`config.mk`:
```
export PLATFORM = sky130hd
export DESIGN_NAME = bch_syndrome_stream_core
export DESIGN_NICKNAME = d
export VERILOG_FILES = /design/src/rtl/core/bch_syn_pkg.sv /design/src/rtl/core/bch_syn_step.sv /design/src/rtl/core/bch_syn_outq.sv /design/src/rtl/core/bch_syndrome_stream_core.sv
export SDC_FILE = /design/constraint.sdc
export NUM_CORES = 1
export LEC_CHECK = 0
export ABC_AREA = 0
export BUFFER_PORTS_ARGS = -buffer_cell sky130_fd_sc_hd__buf_4
export CORE_MARGIN = 2
export CORE_UTILIZATION = 35
export DETAILED_ROUTE_END_ITERATION = 8
export PLACE_DENSITY = 0.48
export SLEW_MARGIN = 5
export SYNTH_ARGS = -nofsm -noshare
export SYNTH_HDL_FRONTEND = slang
export SYNTH_SLANG_ARGS = --single-unit
```
`constraint.sdc`:
```
create_clock -name clk -period 4.81 [get_ports clk]
set_input_delay 0.2405 -clock clk [delete_from_list [all_inputs] [get_ports clk]]
set_output_delay 0.2405 -clock clk [all_outputs]
set_load 0.05 [all_outputs]
```
`src/rtl/core/bch_syn_pkg.sv`:
```
`default_nettype none

package bch_syn_pkg;

	localparam int FIELD_BITS_DEF = 10;
	localparam int MAX_SYN_DEF    = 3;

	localparam int POLY_W    = 11;
	localparam int SHORT_W   = 10;
	localparam int NSYN_W    = 2;
	localparam int SYN_W     = 10;
	localparam int CFG_IDX_W = 2;
	localparam int CFG_W     = POLY_W;

	localparam logic [POLY_W-1:0]  FIELD_POLY_RST = POLY_W'(1033);
	localparam logic [SHORT_W-1:0] SHORTEN_RST    = '0;
	localparam logic [NSYN_W-1:0]  NUM_SYN_RST    = NSYN_W'(3);

	typedef enum logic [CFG_IDX_W-1:0] {
		CFG_FIELD_POLY = 2'd0,
		CFG_SHORTEN    = 2'd1,
		CFG_NUM_SYN    = 2'd2
	} cfg_idx_t;

	typedef struct packed {
		logic [SYN_W-1:0] syn_one;
		logic [SYN_W-1:0] syn_three;
		logic [SYN_W-1:0] syn_five;
		logic             all_zero;
	} syn_result_t;

endpackage

`default_nettype wire

```
`src/rtl/core/bch_syn_step.sv`:
```
`default_nettype none

module bch_syn_step #(
	parameter int FIELD_BITS = bch_syn_pkg::FIELD_BITS_DEF,
	parameter int STRIDE     = 1
) (
	input  logic [FIELD_BITS-1:0] red,
	input  logic [FIELD_BITS-1:0] exp_cur,
	input  logic [FIELD_BITS-1:0] pow_cur,
	output logic [FIELD_BITS-1:0] exp_next,
	output logic [FIELD_BITS-1:0] pow_next
);

	localparam int FW = FIELD_BITS;
	localparam logic [FW:0] PRIM_LEN = {1'b0, {FW{1'b1}}};

	// multiply by alpha: shift up and fold the top bit back through the polynomial
	function automatic logic [FW-1:0] mul_x(input logic [FW-1:0] a, input logic [FW-1:0] r);
		mul_x = {a[FW-2:0], 1'b0} ^ (a[FW-1] ? r : '0);
	endfunction

	logic [FW:0]   exp_sum;
	logic [FW:0]   exp_wrap;
	logic          wrap;
	logic [FW-1:0] pow_adv [STRIDE+1];
	logic [FW-1:0] pow_low [STRIDE];
	logic [FW-1:0] pow_wrap;

	always_comb begin
		exp_sum  = {1'b0, exp_cur} + (FW+1)'(STRIDE);
		wrap     = exp_sum >= PRIM_LEN;
		exp_wrap = exp_sum - PRIM_LEN;

		pow_adv[0] = pow_cur;
		for (int j = 0; j < STRIDE; j++) begin
			pow_adv[j+1] = mul_x(pow_adv[j], red);
		end

		// after the exponent wraps it is below the stride, so take alpha^e directly
		pow_low[0] = FW'(1);
		for (int j = 1; j < STRIDE; j++) begin
			pow_low[j] = mul_x(pow_low[j-1], red);
		end
		pow_wrap = pow_low[0];
		for (int j = 0; j < STRIDE; j++) begin
			if (exp_wrap == (FW+1)'(j)) begin
				pow_wrap = pow_low[j];
			end
		end

		exp_next = wrap ? exp_wrap[FW-1:0] : exp_sum[FW-1:0];
		pow_next = wrap ? pow_wrap : pow_adv[STRIDE];
	end

endmodule

`default_nettype wire

```
`src/rtl/core/bch_syn_outq.sv`:
```
`default_nettype none

module bch_syn_outq (
	input  logic                      clk,
	input  logic                      arst_n,
	input  logic                      push,
	input  bch_syn_pkg::syn_result_t  push_data,
	input  logic                      out_stall,
	output logic                      out_valid,
	output bch_syn_pkg::syn_result_t  out_data,
	output logic                      pop,
	output logic [1:0]                level
);

	bch_syn_pkg::syn_result_t entry_q [2];
	logic                     wr_ptr_q;
	logic                     rd_ptr_q;
	logic [1:0]               cnt_q;

	assign out_valid = cnt_q != 2'd0;
	assign out_data  = entry_q[rd_ptr_q];
	assign pop       = out_valid & ~out_stall;
	assign level     = cnt_q;

	always_ff @(posedge clk or negedge arst_n) begin
		if (!arst_n) begin
			wr_ptr_q <= 1'b0;
			rd_ptr_q <= 1'b0;
			cnt_q    <= 2'd0;
		end else begin
			if (push) begin
				wr_ptr_q <= ~wr_ptr_q;
			end
			if (pop) begin
				rd_ptr_q <= ~rd_ptr_q;
			end
			cnt_q <= cnt_q + 2'(push) - 2'(pop);
		end
	end

	always_ff @(posedge clk) begin
		if (push) begin
			entry_q[wr_ptr_q] <= push_data;
		end
	end

endmodule

`default_nettype wire

```
`src/rtl/core/bch_syndrome_stream_core.sv`:
```
`default_nettype none

// channel  | direction | handshake          | payload
// ---------+-----------+--------------------+------------------------------------------
// in       | sink      | in_valid/in_stall  | code_bit, last_bit
// out      | source    | out_valid/out_stall| syndrome_one/three/five, all_zero
// cfg      | sink      | cfg_valid/cfg_ready| cfg_index, cfg_data
//
// one code bit per cycle when not stalled: the bit is registered, then folded into the
// syndromes against powers alpha^((2i+1)p) that advance by a constant multiply per bit
// a last bit's result enters a two-entry output queue in the cycle after its transfer
// a config write recomputes the running powers by stepping from position zero up to
// min(bit position + shorten_count, 2^FIELD_BITS - 1), with input stalled; reset needs
// no clearing pass; input stalls on cfg_valid or if the output queue would overflow

module bch_syndrome_stream_core #(
	parameter int FIELD_BITS    = bch_syn_pkg::FIELD_BITS_DEF,
	parameter int MAX_SYNDROMES = bch_syn_pkg::MAX_SYN_DEF
) (
	input  logic                                clk,
	input  logic                                arst_n,
	input  logic                                in_valid,
	output logic                                in_stall,
	input  logic                                code_bit,
	input  logic                                last_bit,
	output logic                                out_valid,
	input  logic                                out_stall,
	output logic [bch_syn_pkg::SYN_W-1:0]       syndrome_one,
	output logic [bch_syn_pkg::SYN_W-1:0]       syndrome_three,
	output logic [bch_syn_pkg::SYN_W-1:0]       syndrome_five,
	output logic                                all_zero,
	input  logic                                cfg_valid,
	output logic                                cfg_ready,
	input  logic [bch_syn_pkg::CFG_IDX_W-1:0]   cfg_index,
	input  logic [bch_syn_pkg::CFG_W-1:0]       cfg_data
);

	localparam int FW      = FIELD_BITS;
	localparam int MS      = MAX_SYNDROMES;
	localparam int POS_W   = FW + 1;
	localparam int SHORT_W = bch_syn_pkg::SHORT_W;
	localparam int PSUM_W  = ((POS_W > SHORT_W) ? POS_W : SHORT_W) + 1;
	localparam int SYN_W   = bch_syn_pkg::SYN_W;
	localparam logic [FW-1:0]    PRIM_LEN = {FW{1'b1}};
	localparam logic [POS_W-1:0] POS_MAX  = {POS_W{1'b1}};

	// configuration
	logic [bch_syn_pkg::POLY_W-1:0] field_poly_q;
	logic [SHORT_W-1:0]             shorten_q;
	logic [bch_syn_pkg::NSYN_W-1:0] num_syn_q;

	// input stage
	logic valid_s1;
	logic code_bit_s1;
	logic last_bit_s1;

	// running state
	logic [POS_W-1:0] bit_pos_q;
	logic [FW-1:0]    exp_q      [MS];
	logic [FW-1:0]    pow_q      [MS];
	logic [FW-1:0]    base_exp_q [MS];
	logic [FW-1:0]    base_pow_q [MS];
	logic [FW-1:0]    acc_q      [MS];
	logic             replay_q;
	logic [FW-1:0]    rcnt_q;

	logic [FW-1:0]     exp_nx [MS];
	logic [FW-1:0]     pow_nx [MS];
	logic [FW-1:0]     acc_fin [MS];
	logic [FW-1:0]     red;
	logic [PSUM_W-1:0] pos;
	logic              in_range;
	logic [FW-1:0]     target;
	logic              replay_done;
	logic              at_shorten;
	logic              cfg_we;
	logic              in_accept;
	logic              hit;
	logic              push;
	logic              pop;
	logic [1:0]        level;
	logic [2:0]        occupancy;
	logic [1:0]        num_eff;
	logic [SYN_W-1:0]  res_syn [3];
	logic              res_zero;

	bch_syn_pkg::syn_result_t res;
	bch_syn_pkg::syn_result_t out_data;

	assign red         = FW'(field_poly_q);
	assign pos         = PSUM_W'(bit_pos_q) + PSUM_W'(shorten_q);
	assign in_range    = pos < PSUM_W'(PRIM_LEN);
	assign target      = in_range ? FW'(pos) : PRIM_LEN;
	assign replay_done = rcnt_q == target;
	assign at_shorten  = PSUM_W'(rcnt_q) == PSUM_W'(shorten_q);
	assign hit         = code_bit_s1 & in_range;
	assign push        = valid_s1 & last_bit_s1;

	assign cfg_ready = ~replay_q & ~valid_s1;
	assign cfg_we    = cfg_valid & cfg_ready;

	// queue room once the item in the input stage has landed
	assign occupancy = 3'(level) + 3'(push) - 3'(pop);
	assign in_stall  = replay_q | cfg_valid | (occupancy >= 3'd2);
	assign in_accept = in_valid & ~in_stall;

	for (genvar i = 0; i < MS; i++) begin : g_lane
		bch_syn_step #(
			.FIELD_BITS(FW),
			.STRIDE    (2 * i + 1)
		) u_step (
			.red     (red),
			.exp_cur (exp_q[i]),
			.pow_cur (pow_q[i]),
			.exp_next(exp_nx[i]),
			.pow_next(pow_nx[i])
		);
	end

	always_ff @(posedge clk or negedge arst_n) begin
		if (!arst_n) begin
			field_poly_q <= bch_syn_pkg::FIELD_POLY_RST;
			shorten_q    <= bch_syn_pkg::SHORTEN_RST;
			num_syn_q    <= bch_syn_pkg::NUM_SYN_RST;
		end else if (cfg_we) begin
			unique case (cfg_index)
				bch_syn_pkg::CFG_FIELD_POLY: field_poly_q <= cfg_data;
				bch_syn_pkg::CFG_SHORTEN:    shorten_q    <= SHORT_W'(cfg_data);
				bch_syn_pkg::CFG_NUM_SYN:    num_syn_q    <= bch_syn_pkg::NSYN_W'(cfg_data);
				default: ;
			endcase
		end
	end

	always_ff @(posedge clk or negedge arst_n) begin
		if (!arst_n) begin
			valid_s1 <= 1'b0;
		end else begin
			valid_s1 <= in_accept;
		end
	end

	always_ff @(posedge clk) begin
		if (in_accept) begin
			code_bit_s1 <= code_bit;
			last_bit_s1 <= last_bit;
		end
	end

	// replay: step the lanes from position zero up to the current position,
	// capturing the codeword start values on the way
	always_ff @(posedge clk or negedge arst_n) begin
		if (!arst_n) begin
			replay_q <= 1'b0;
			rcnt_q   <= '0;
		end else if (cfg_we) begin
			replay_q <= 1'b1;
			rcnt_q   <= '0;
		end else if (replay_q) begin
			if (replay_done) begin
				replay_q <= 1'b0;
			end else begin
				rcnt_q <= rcnt_q + FW'(1);
			end
		end
	end

	always_ff @(posedge clk or negedge arst_n) begin
		if (!arst_n) begin
			bit_pos_q <= '0;
		end else if (valid_s1) begin
			if (last_bit_s1) begin
				bit_pos_q <= '0;
			end else if (bit_pos_q != POS_MAX) begin
				bit_pos_q <= bit_pos_q + POS_W'(1);
			end
		end
	end

	always_ff @(posedge clk or negedge arst_n) begin
		if (!arst_n) begin
			for (int i = 0; i < MS; i++) begin
				exp_q[i]      <= '0;
				pow_q[i]      <= FW'(1);
				base_exp_q[i] <= '0;
				base_pow_q[i] <= FW'(1);
				acc_q[i]      <= '0;
			end
		end else begin
			for (int i = 0; i < MS; i++) begin
				if (cfg_we) begin
					exp_q[i] <= '0;
					pow_q[i] <= FW'(1);
				end else if (replay_q) begin
					if (at_shorten) begin
						base_exp_q[i] <= exp_q[i];
						base_pow_q[i] <= pow_q[i];
					end
					if (!replay_done) begin
						exp_q[i] <= exp_nx[i];
						pow_q[i] <= pow_nx[i];
					end
				end else if (valid_s1) begin
					if (last_bit_s1) begin
						exp_q[i] <= base_exp_q[i];
						pow_q[i] <= base_pow_q[i];
						acc_q[i] <= '0;
					end else begin
						exp_q[i] <= exp_nx[i];
						pow_q[i] <= pow_nx[i];
						acc_q[i] <= acc_fin[i];
					end
				end
			end
		end
	end

	always_comb begin
		num_eff = num_syn_q;
		if (num_eff == 2'd0) begin
			num_eff = 2'd1;
		end
		if (num_eff > 2'(MS)) begin
			num_eff = 2'(MS);
		end

		res_zero = 1'b1;
		for (int i = 0; i < 3; i++) begin
			res_syn[i] = '0;
		end
		for (int i = 0; i < MS; i++) begin
			acc_fin[i] = acc_q[i] ^ (hit ? pow_q[i] : '0);
			if (2'(i) < num_eff) begin
				res_syn[i] = SYN_W'(acc_fin[i]);
				if (acc_fin[i] != '0) begin
					res_zero = 1'b0;
				end
			end
		end

		res.syn_one   = res_syn[0];
		res.syn_three = res_syn[1];
		res.syn_five  = res_syn[2];
		res.all_zero  = res_zero;
	end

	bch_syn_outq u_outq (
		.clk      (clk),
		.arst_n   (arst_n),
		.push     (push),
		.push_data(res),
		.out_stall(out_stall),
		.out_valid(out_valid),
		.out_data (out_data),
		.pop      (pop),
		.level    (level)
	);

	assign syndrome_one   = out_data.syn_one;
	assign syndrome_three = out_data.syn_three;
	assign syndrome_five  = out_data.syn_five;
	assign all_zero       = out_data.all_zero;

endmodule

`default_nettype wire
```
==> results of run 1 <==
## worst max path at each step
| stage | startpoint | endpoint | slack (ns) | depth (start not counted) |
|---|---|---|---|---|
| 2_1_floorplan | bit_pos_q[0] | exp_q[21] | 1.33 | 14 |
| 3_3_place_gp | bit_pos_q[0] | u_outq.entry_q[0][0] | 0.53 | 13 |
| 3_5_place_dp | bit_pos_q[0] | u_outq.entry_q[0][0] | 0.52 | 13 |
| 4_1_cts | bit_pos_q[0] | u_outq.entry_q[0][0] | 0.49 | 13 |
| 5_1_grt | bit_pos_q[0] | u_outq.entry_q[0][0] | 0.15 | 13 |
| 6_report | bit_pos_q[0] | u_outq.entry_q[0][0] | 0.56 | 13 |
## flip-flops by register name, indices dropped and copies added, names as in the netlist
signal           cells
field_poly_q        10
replay_q             1
valid_s1             1
u_outq.wr_ptr_q      1
pow_q               30
base_exp_q          30
exp_q               30
acc_q               30
num_syn_q            2
base_pow_q          30
code_bit_s1          1
last_bit_s1          1
shorten_q           10
u_outq.rd_ptr_q      1
u_outq.entry_q      62
u_outq.level         2
rcnt_q              10
bit_pos_q           11
## timing repair
action,in CTS,in global routing
buffers inserted,0,0
hold buffers,15,0
endpoints found under the hold margin,97,0
## cell families (layout without fill, tap and decap cells)
kind of cell / Yosys count / count (layout)
simple gates: 454 / 454
compound gates: 387 / 387
flops: 263 / 263
buf+inv: 170 / 209
xor+xnor: 158 / 158
mux: 133 / 133
fa+ha+maj: 26 / 26
## cell usage in the layout, fill, tap and decap left out, types with 26 or more instances in the layout
cell | synthesis | final
buf_4 | 3 | 82
clkbuf_16 | 0 | 31
nor3_1 | 30 | 28
xor2_1 | 43 | 43
xnor2_1 | 111 | 111
nor2_1 | 90 | 88
a21oi_1 | 80 | 80
nand2_1 | 157 | 157
inv_1 | 51 | 51
o32ai_1 | 26 | 26
o31ai_1 | 37 | 37
dfrtp_1 | 189 | 189
mux2_2 | 113 | 113
nand3_1 | 43 | 43
o21ai_0 | 98 | 98
edfxtp_1 | 64 | 64
## where the power goes
| part | total (mW) | internal, mW | switching [mW] |
|---|---|---|---|
| combinational | 1.94 | 0.772 | 1.17 |
| clock | 2.25 | 1.30 | 0.954 |
| sequential | 2.63 | 2.42 | 0.219 |
| total | 6.83 | 4.48 | 2.34 |
## metrics by stage
stage | area, um2 | util (%)
2_1_floorplan | 15700 | -
3_3_place_gp | 16600 | 37.6
3_5_place_dp | 16600 | 37.6
4_1_cts | 17800 | 40.1
5_1_grt | 17800 | 40.1
6_report | 17800 | 40.1
## worst max-delay path, stage by stage (launching register included)
cell and delay (ns):
dfrtp_1 0.43, ha_1 0.20, inv_1 0.05, fa_1 0.39, nand2b_1 0.19, a21oi_1 0.28
o22a_1 0.23, nor4b_4 0.34, o21ai_0 0.21, a21oi_4 0.45, a21boi_0 0.19, or4_1 0.57
nor4_1 0.31, o2111a_1 0.26
## metal layers
metal  vias to the layer above  routed length, um  track usage, %
met4                         0                769            3.68
li1                       5747                  -               -
met5                         -                  0               0
met1                      5959              19400            24.5
met3                        42               1250            2.13
met2                       166              18800            28.8
## area by class of cell
cell class	instances	area share (%)
multi-input combinational	1158	45.7
sequential	263	38.9
clock buffer	42	4.83
timing repair buffer	100	4.62
tap	592	4.17
inverter	51	1.08
clock inverter	16	0.634
==> impl_metrics.json, run 1 <==
{
  "outcome": "completed",
  "relSlewSlack_pct": 34.1,
  "synthXorXnorAreaFrac_pct": 9.17,
  "cp-start-kind": "flip-flop",
  "max_freq_mhz": 235,
  "holdWs_ns": 0.0785,
  "synth-main-ff-cell": "dfrtp_1",
  "yosys.cell_count.top_type": "dfrtp_1",
  "nets": 1651,
  "cp.arrival_ns": 4.70,
  "vias": 11900,
  "yosysWarnings": 0,
  "regArea_mm2": 0.00691,
  "via_per_inst": 5.36,
  "fillers": 4351,
  "die_area_mm2": 0.0465,
  "hold_violations": 0,
  "fin_tns_setup_ns": 0,
  "ys_ff_latch": 263,
  "p_leak_nw": 7.23,
  "ys_seq_area_share_pct": 44.1,
  "finalCritPeriodShare_pct": 88.5,
  "synth_cells": 1591,
  "report.final.slew_viol_count": 0,
  "path_max_fanout": 12,
  "dp_hpwl_mm": 26.5,
  "numPlacedInstances": 2149,
  "rrSetupSlack_ns": 0.56,
  "r2r_start": "bit_pos_q[0]",
  "layout.cells.non_filler": 2222,
  "num_io_pins": 54,
  "reg2reg_depth": 13,
  "num_antenna_cells": 0,
  "die_x_um": 216,
  "synth_top_area_cell": "dfrtp_1",
  "yosys.area_share.simple_pct": 14.2,
  "post_cts_resized": 0,
  "min_path_cells": 3,
  "drive_above_1_share_pct": 17.9,
  "synth.avg_cell_area_um2": 9.86,
  "drt_iter0_drc": 721,
  "cts_tree": "built",
  "multi_input_area_mm2": 0.00812,
  "r2r_end": "u_outq.entry_q[0][0]",
  "cap_violations": 0,
  "gp_congestion": 0.833,
  "first_pass_iters": 5,
  "synth_commonest_cells": "189 x dfrtp_1, 157 x nand2_1, 113 x mux2_2",
  "worstHoldPathType": "primary input to flip-flop",
  "hp-start": "cfg_valid",
  "p_total_mw": 6.83,
  "synth_area_leaders": "dfrtp_1 30%, edfxtp_1 12%, mux2_2 8.1%",
  "synth_top_area_share_pct": 30.1,
  "grt_first_pass_wirelength_mm": 66.0,
  "grt_overflow_total": 0,
  "wirelength_mm": 40.2,
  "root_buffer": "clkbuf_16",
  "wl_per_cell_um": 18.1,
  "die_h_um": 216,
  "initial_core_util_pct": 35.5,
  "setup_ws_ns": 0.555,
  "end_kind": "flip-flop",
  "fin_crit_ns": 4.25,
  "port-buffer-count": 52,
  "route.detailed.drc": 0,
  "antenna_found_initial": 0,
  "rsz0062_at_grt": "no",
  "synth_edf_count": 64,
  "numCtsBuffers": 31,
  "grt_pass1_vias": 11800,
  "syn_to_final_growth_pct": 13.2,
  "async_flop_share_pct": 75.7,
  "powerDensity_mw_per_mm2": 385,
  "core-area_mm2": 0.0442,
  "htreeDepth": 1,
  "rows": 77,
  "grt_usage_pct": 17.4,
  "worst_pin_slew_ns": 0.987,
  "synth_compound_area_share_pct": 16.5,
  "postRouteAntennaNets": 0,
  "dp_slack_ns": 0.516,
  "holdPathEnd": "valid_s1",
  "syn_nets": 1637,
  "synth.distinct_cells": 80,
  "cp.required_ns": 5.26,
  "syn-cell-area_mm2": 0.0157,
  "clk_latency_ns": 0.58,
  "grt_max_degree": 81,
  "vdd_drop_max_uv": 269,
  "synthMuxAreaShare_pct": 9.50,
  "synth_top_family_by_area": "compound AO/OA/AOI/OAI gates",
  "clock_skew_ns": 0.0112,
  "cts.sinks": 263,
  "worstSetupPathType": "flip-flop to flip-flop",
  "synth_adder_area_share_pct": 2.17,
  "setup_viol": 0,
  "clk_path_buf_depth": 3,
  "clkTransAtPathRegs_ns": 0.06
}
Note: power is estimated with default switching activity, not from simulation.
==> run 2, diff against run 1 <==
--- a/config.mk
+++ b/config.mk
@@ -7,6 +7,7 @@
 export LEC_CHECK = 0
 export ABC_AREA = 0
 export BUFFER_PORTS_ARGS = -buffer_cell sky130_fd_sc_hd__buf_4
+export CORE_ASPECT_RATIO = 1.5
 export CORE_MARGIN = 2
 export CORE_UTILIZATION = 35
 export DETAILED_ROUTE_END_ITERATION = 8
==> constraint.sdc (replaced) <==
create_clock -name clk -period 4.81 [get_ports clk]
set_input_delay 0.962 -clock clk [delete_from_list [all_inputs] [get_ports clk]]
set_output_delay 0.962 -clock clk [all_outputs]
set_load 0.05 [all_outputs]
==> run 2 against run 1 <==
- flip-flop and latch count stayed put
- hold slack better by 0.40 ns
- clock skew down 0.00055 ns
- sequential power barely moved
- largest power group unchanged
- clock power up 2%
- count of clock-buffer cells in the layout down 9
==> impl_metrics.json, run 2 (synthesis gave the netlist of run 1 again) <==
{
  "outcome": "completed",
  "relSlewSlack_pct": 25.6,
  "num_io_pins": 54,
  "clk_latency_ns": 0.56,
  "p_leak_nw": 7.14,
  "report.final.slew_viol_count": 0,
  "multi_input_area_mm2": 0.00812,
  "fin_tns_setup_ns": 0,
  "postRouteAntennaNets": 0,
  "cp.required_ns": 5.24,
  "max_freq_mhz": 221,
  "mostFrequentLayoutCells": "189 x dfrtp_1, 157 x nand2_1, 113 x mux2_2, 111 x xnor2_1, 98 x o21ai_0",
  "cap_violations": 0,
  "cts.sinks": 263,
  "clkTransAtPathRegs_ns": 0.07,
  "clock_skew_ns": 0.0107,
  "grt_pass1_vias": 12100,
  "dp_hpwl_mm": 27.9,
  "die_x_um": 177,
  "die_h_um": 263,
  "drt_iter0_drc": 776,
  "hold_violations": 0,
  "holdWs_ns": 0.477,
  "finalCritPeriodShare_pct": 93.9,
  "post_cts_resized": 0,
  "critPathBufInv": 2,
  "cp.arrival_ns": 4.94,
  "via_per_inst": 5.40,
  "largest_reg_flops": 62,
  "regMostFlops": "u_outq.entry_q",
  "grt_usage_pct": 17.9,
  "post_cts_buffers": 0,
  "critical-path-top-delay-family": "compound AO/OA/AOI/OAI gates",
  "vias": 11800,
  "die_area_mm2": 0.0466,
  "root_buffer": "clkbuf_16",
  "nets": 1632,
  "vdd_drop_max_uv": 265,
  "wl_per_cell_um": 18.7,
  "critPathSlowestCell": "a211oi_1",
  "cts_tree": "built",
  "antenna_found_initial": 1,
  "num_antenna_cells": 0,
  "powerDensity_mw_per_mm2": 390,
  "end_kind": "flip-flop",
  "htreeDepth": 1,
  "slowest_delay_ns": 0.53,
  "route.detailed.drc": 0,
  "final_util_pct": 39.5,
  "grt_overflow_total": 0,
  "initial_core_util_pct": 35.2,
  "worstSetupPathType": "flip-flop to flip-flop",
  "gp_congestion": 0.827,
  "p_total_mw": 6.86,
  "hold_buffers": 0,
  "syn_to_final_growth_pct": 12.2,
  "rows": 95,
  "numCtsBuffers": 29,
  "drive_above_1_share_pct": 17.8,
  "first_pass_iters": 5,
  "clk_path_buf_depth": 3,
  "placed_area_mm2": 0.0166,
  "worstHoldPathType": "flip-flop to flip-flop",
  "cp-start-kind": "flip-flop",
  "design_area_mm2": 0.0176,
  "path_max_fanout": 38,
  "regArea_mm2": 0.00691,
  "fin_crit_ns": 4.52,
  "port-buffer-count": 52,
  "setup_viol": 0,
  "crit_chain": "ha_1, inv_1, fa_1, nand2b_1, a21oi_1, nor4b_1, a211oi_1, nor4_1, a21oi_4, buf_4, a21boi_0, o22ai_1, o41ai_1, o2111a_1",
  "fillers": 4420,
  "wirelength_mm": 41.0,
  "grt_first_pass_wirelength_mm": 66.5,
  "layout_commonest_cell": "dfrtp_1",
  "grt_max_degree": 92,
  "rsz0062_at_grt": "no",
  "worst_pin_slew_ns": 1.11,
  "core-area_mm2": 0.0446
}
-- run 2: cell count changes in the layout (fill, tap and decap cells not counted), moves of 3 or more --
cell           previous run  this run
dlygate4sd3_1            15         0
clkinv_2                 11         6
buf_4                    82        78
clkbuf_8                  5         1
bufinv_16                 1         4
clkbuf_1                  7         4
-- run 2: final cells by class --
type | instances | share of cell area [%]
timing repair buffer | 83 | 3.86
clock buffer | 33 | 4.21
tap | 582 | 4.14
multi-input combinational | 1158 | 46.1
sequential | 263 | 39.3
inverter | 51 | 1.09
clock inverter | 20 | 1.27
-- run 2: path summary, 6_finish.rpt --
check | from | to | slack (ns) | cells after the start
max | bit_pos_q[0] | u_outq.entry_q[0][0] | 0.29 | 14
min | u_outq.rd_ptr_q | u_outq.rd_ptr_q | 0.48 | 1
min in group asynchronous | arst_n | acc_q[27] | 0.50 | 1
max in group asynchronous | arst_n | num_syn_q[1] | 3.34 | 2
min reg2reg | u_outq.rd_ptr_q | u_outq.rd_ptr_q | 0.48 | 1
max reg2reg | bit_pos_q[0] | u_outq.entry_q[0][0] | 0.29 | 14
-- run 2: routing by layer --
layer	routed length, um	track usage (%)
met1	17000	21.1
met5	0	0
met4	1120	5.70
met3	1120	1.73
met2	21700	33.5
-- run 2: metrics by stage --
step,worst slack [ns],cells
global route,0.0559,2190
detailed placement,0.303,2137
floorplan,0.982,1591
CTS,0.272,2190
finish,0.294,2190
global placement,0.273,2137
-- run 2: power breakdown --
group / internal (mW) / switching, mW / total [mW] / leakage [nW]
sequential: 2.41 / 0.221 / 2.64 / 3.20
clock: 1.33 / 0.975 / 2.30 / 0.463
combinational: 0.753 / 1.17 / 1.93 / 3.47
==> run 3, diff against run 2 <==
--- a/config.mk
+++ b/config.mk
@@ -10,6 +10,7 @@
 export CORE_ASPECT_RATIO = 1.5
 export CORE_MARGIN = 2
 export CORE_UTILIZATION = 35
+export CTS_BUF_LIST = sky130_fd_sc_hd__clkbuf_8
 export DETAILED_ROUTE_END_ITERATION = 8
 export PLACE_DENSITY = 0.48
 export SLEW_MARGIN = 5
==> run 3 against run 2 <==
- via count grew 1.1%
- worst setup slack lost 0.034 ns
- sequential share of layout area grew 0.18 points
- register-to-register slack lost 0.03 ns
- clock skew grew 0.032 ns
- first-iteration DRC count shrank 13%
- wire length grew 0.95%
- die area is the same
- global-route usage grew 0.20 points
- final area shrank 0.46%
- total power shrank 4.0%
- largest power group unchanged
- final cell count grew 1.4%
==> impl_metrics.json, run 3 (synthesis gave the netlist of run 1 again) <==
{
  "cp-start-kind": "flip-flop",
  "die_h_um": 263,
  "cap_violations": 0,
  "numCtsBuffers": 44,
  "cp.required_ns": 5.27,
  "post_cts_resized": 0,
  "grt_usage_pct": 18.1,
  "core-area_mm2": 0.0446,
  "worst_pin_slew_ns": 1.10,
  "port-buffer-count": 52,
  "p_total_mw": 6.59,
  "p_leak_nw": 7.19,
  "cts_tree": "built",
  "htreeDepth": 2,
  "syn_to_final_growth_pct": 11.6,
  "postRouteAntennaNets": 0,
  "relSlewSlack_pct": 26.1,
  "layout_commonest_cell": "dfrtp_1",
  "grt_pass1_vias": 12200,
  "rows": 95,
  "design_area_mm2": 0.0175,
  "route.detailed.drc": 0,
  "wirelength_mm": 41.3,
  "crit_chain": "ha_1, inv_1, fa_1, nand2b_1, a21oi_1, nor4b_1, a211oi_1, nor4_1, a21oi_4, buf_4, a21boi_0, o22ai_1, o41ai_1, o2111a_1",
  "root_buffer": "clkbuf_8",
  "clk_path_buf_depth": 3,
  "slowest_delay_ns": 0.54,
  "fillers": 4449,
  "nets": 1647,
  "hold_buffers": 0,
  "placed_area_mm2": 0.0166,
  "rrSetupSlack_ns": 0.26,
  "clock_skew_ns": 0.0429,
  "grt_max_degree": 92,
  "initial_core_util_pct": 35.2,
  "path_max_fanout": 38,
  "mostFrequentLayoutCells": "189 x dfrtp_1, 157 x nand2_1, 113 x mux2_2, 111 x xnor2_1, 98 x o21ai_0",
  "report.final.slew_viol_count": 0,
  "grt_first_pass_wirelength_mm": 67.0,
  "cts.sinks": 263,
  "regMostFlops": "u_outq.entry_q",
  "via_per_inst": 5.38,
  "clkTransAtPathRegs_ns": 0.07,
  "setup_viol": 0,
  "cp.arrival_ns": 5.00,
  "wl_per_cell_um": 18.6,
  "gp_congestion": 0.827,
  "largest_reg_flops": 62,
  "clk_latency_ns": 0.60,
  "end_kind": "flip-flop",
  "numPlacedInstances": 2137,
  "fin_tns_setup_ns": 0,
  "powerDensity_mw_per_mm2": 376,
  "drt_iter0_drc": 679,
  "grt_overflow_total": 0,
  "layout.cells.non_filler": 2220,
  "drive_above_1_share_pct": 18.7,
  "first_pass_iters": 5,
  "fin_crit_ns": 4.55,
  "vias": 12000,
  "post_cts_buffers": 0,
  "antenna_found_initial": 2,
  "die_x_um": 177,
  "die_area_mm2": 0.0466,
  "max_freq_mhz": 220,
  "critPathSlowestCell": "a211oi_1",
  "outcome": "completed",
  "worstSetupPathType": "flip-flop to flip-flop",
  "worstHoldPathType": "primary input to asynchronous set/reset pin",
  "hold_violations": 0,
  "reg2reg_depth": 14,
  "dp_hpwl_mm": 27.9,
  "vdd_drop_max_uv": 179,
  "num_io_pins": 54,
  "rsz0062_at_grt": "no",
  "finalCritPeriodShare_pct": 94.6
}
==> run 3: layout make-up <==
class / instances / area, um2 / area share (%)
multi-input cells: 1158 / 8120 / 46.3
flip-flops and latches: 263 / 6910 / 39.5
well taps: 582 / 728 / 4.16
clock buffers: 51 / 702 / 4.01
repair buffers: 83 / 679 / 3.88
inverters: 51 / 191 / 1.09
clock inverters: 31 / 179 / 1.02
diodes: 1 / 2.50 / 0.0143
==> run 3: through the flow <==
step	setup slack (ns)	hold WS, ns	util, %
3_3_place_gp	0.273	0.458	37.3
6_report	0.261	0.476	39.3
5_1_grt	0.0240	0.491	39.3
3_5_place_dp	0.303	0.483	37.3
2_1_floorplan	0.982	0.461	-
4_1_cts	0.266	0.489	39.3
==> run 3: per-layer routing <==
| metal | part of all wire [%] | vias up | routed length [um] | GRT usage, % |
|---|---|---|---|---|
| met4 | 3.0 | 0 | 1230 | 6.19 |
| li1 | - | 5758 | - | - |
| met2 | 53 | 216 | 22100 | 33.9 |
| met3 | 3.1 | 76 | 1290 | 2.08 |
| met5 | 0 | - | 0 | 0 |
| met1 | 40 | 5903 | 16700 | 20.9 |
==> run 3: where the power goes <==
group	switching [mW]	leakage [nW]	internal, mW
Clock	0.989	0.512	1.04
Combinational	1.17	3.47	0.753
Sequential	0.222	3.20	2.41
Total	2.39	7.19	4.20
==> run 3: path summary, 6_finish.rpt <==
path                                       from                    to
min in group clk                u_outq.rd_ptr_q       u_outq.rd_ptr_q
worst max-delay path               bit_pos_q[0]  u_outq.entry_q[0][0]
worst max register to register     bit_pos_q[0]  u_outq.entry_q[0][0]
worst min-delay path                     arst_n             acc_q[28]
max in group asynchronous                arst_n       field_poly_q[3]
worst min register to register  u_outq.rd_ptr_q       u_outq.rd_ptr_q
==> run 3: worst max-delay path: cells and delay by family, from the launching register on <==
kind | cells | cell delay, ns
DFF | 1 | 0.43
AOI/OAI and AO/OA | 7 | 2.41
adders and majority gates | 2 | 0.60
and+or+nand+nor | 3 | 0.49
buffers and inverters | 2 | 0.49
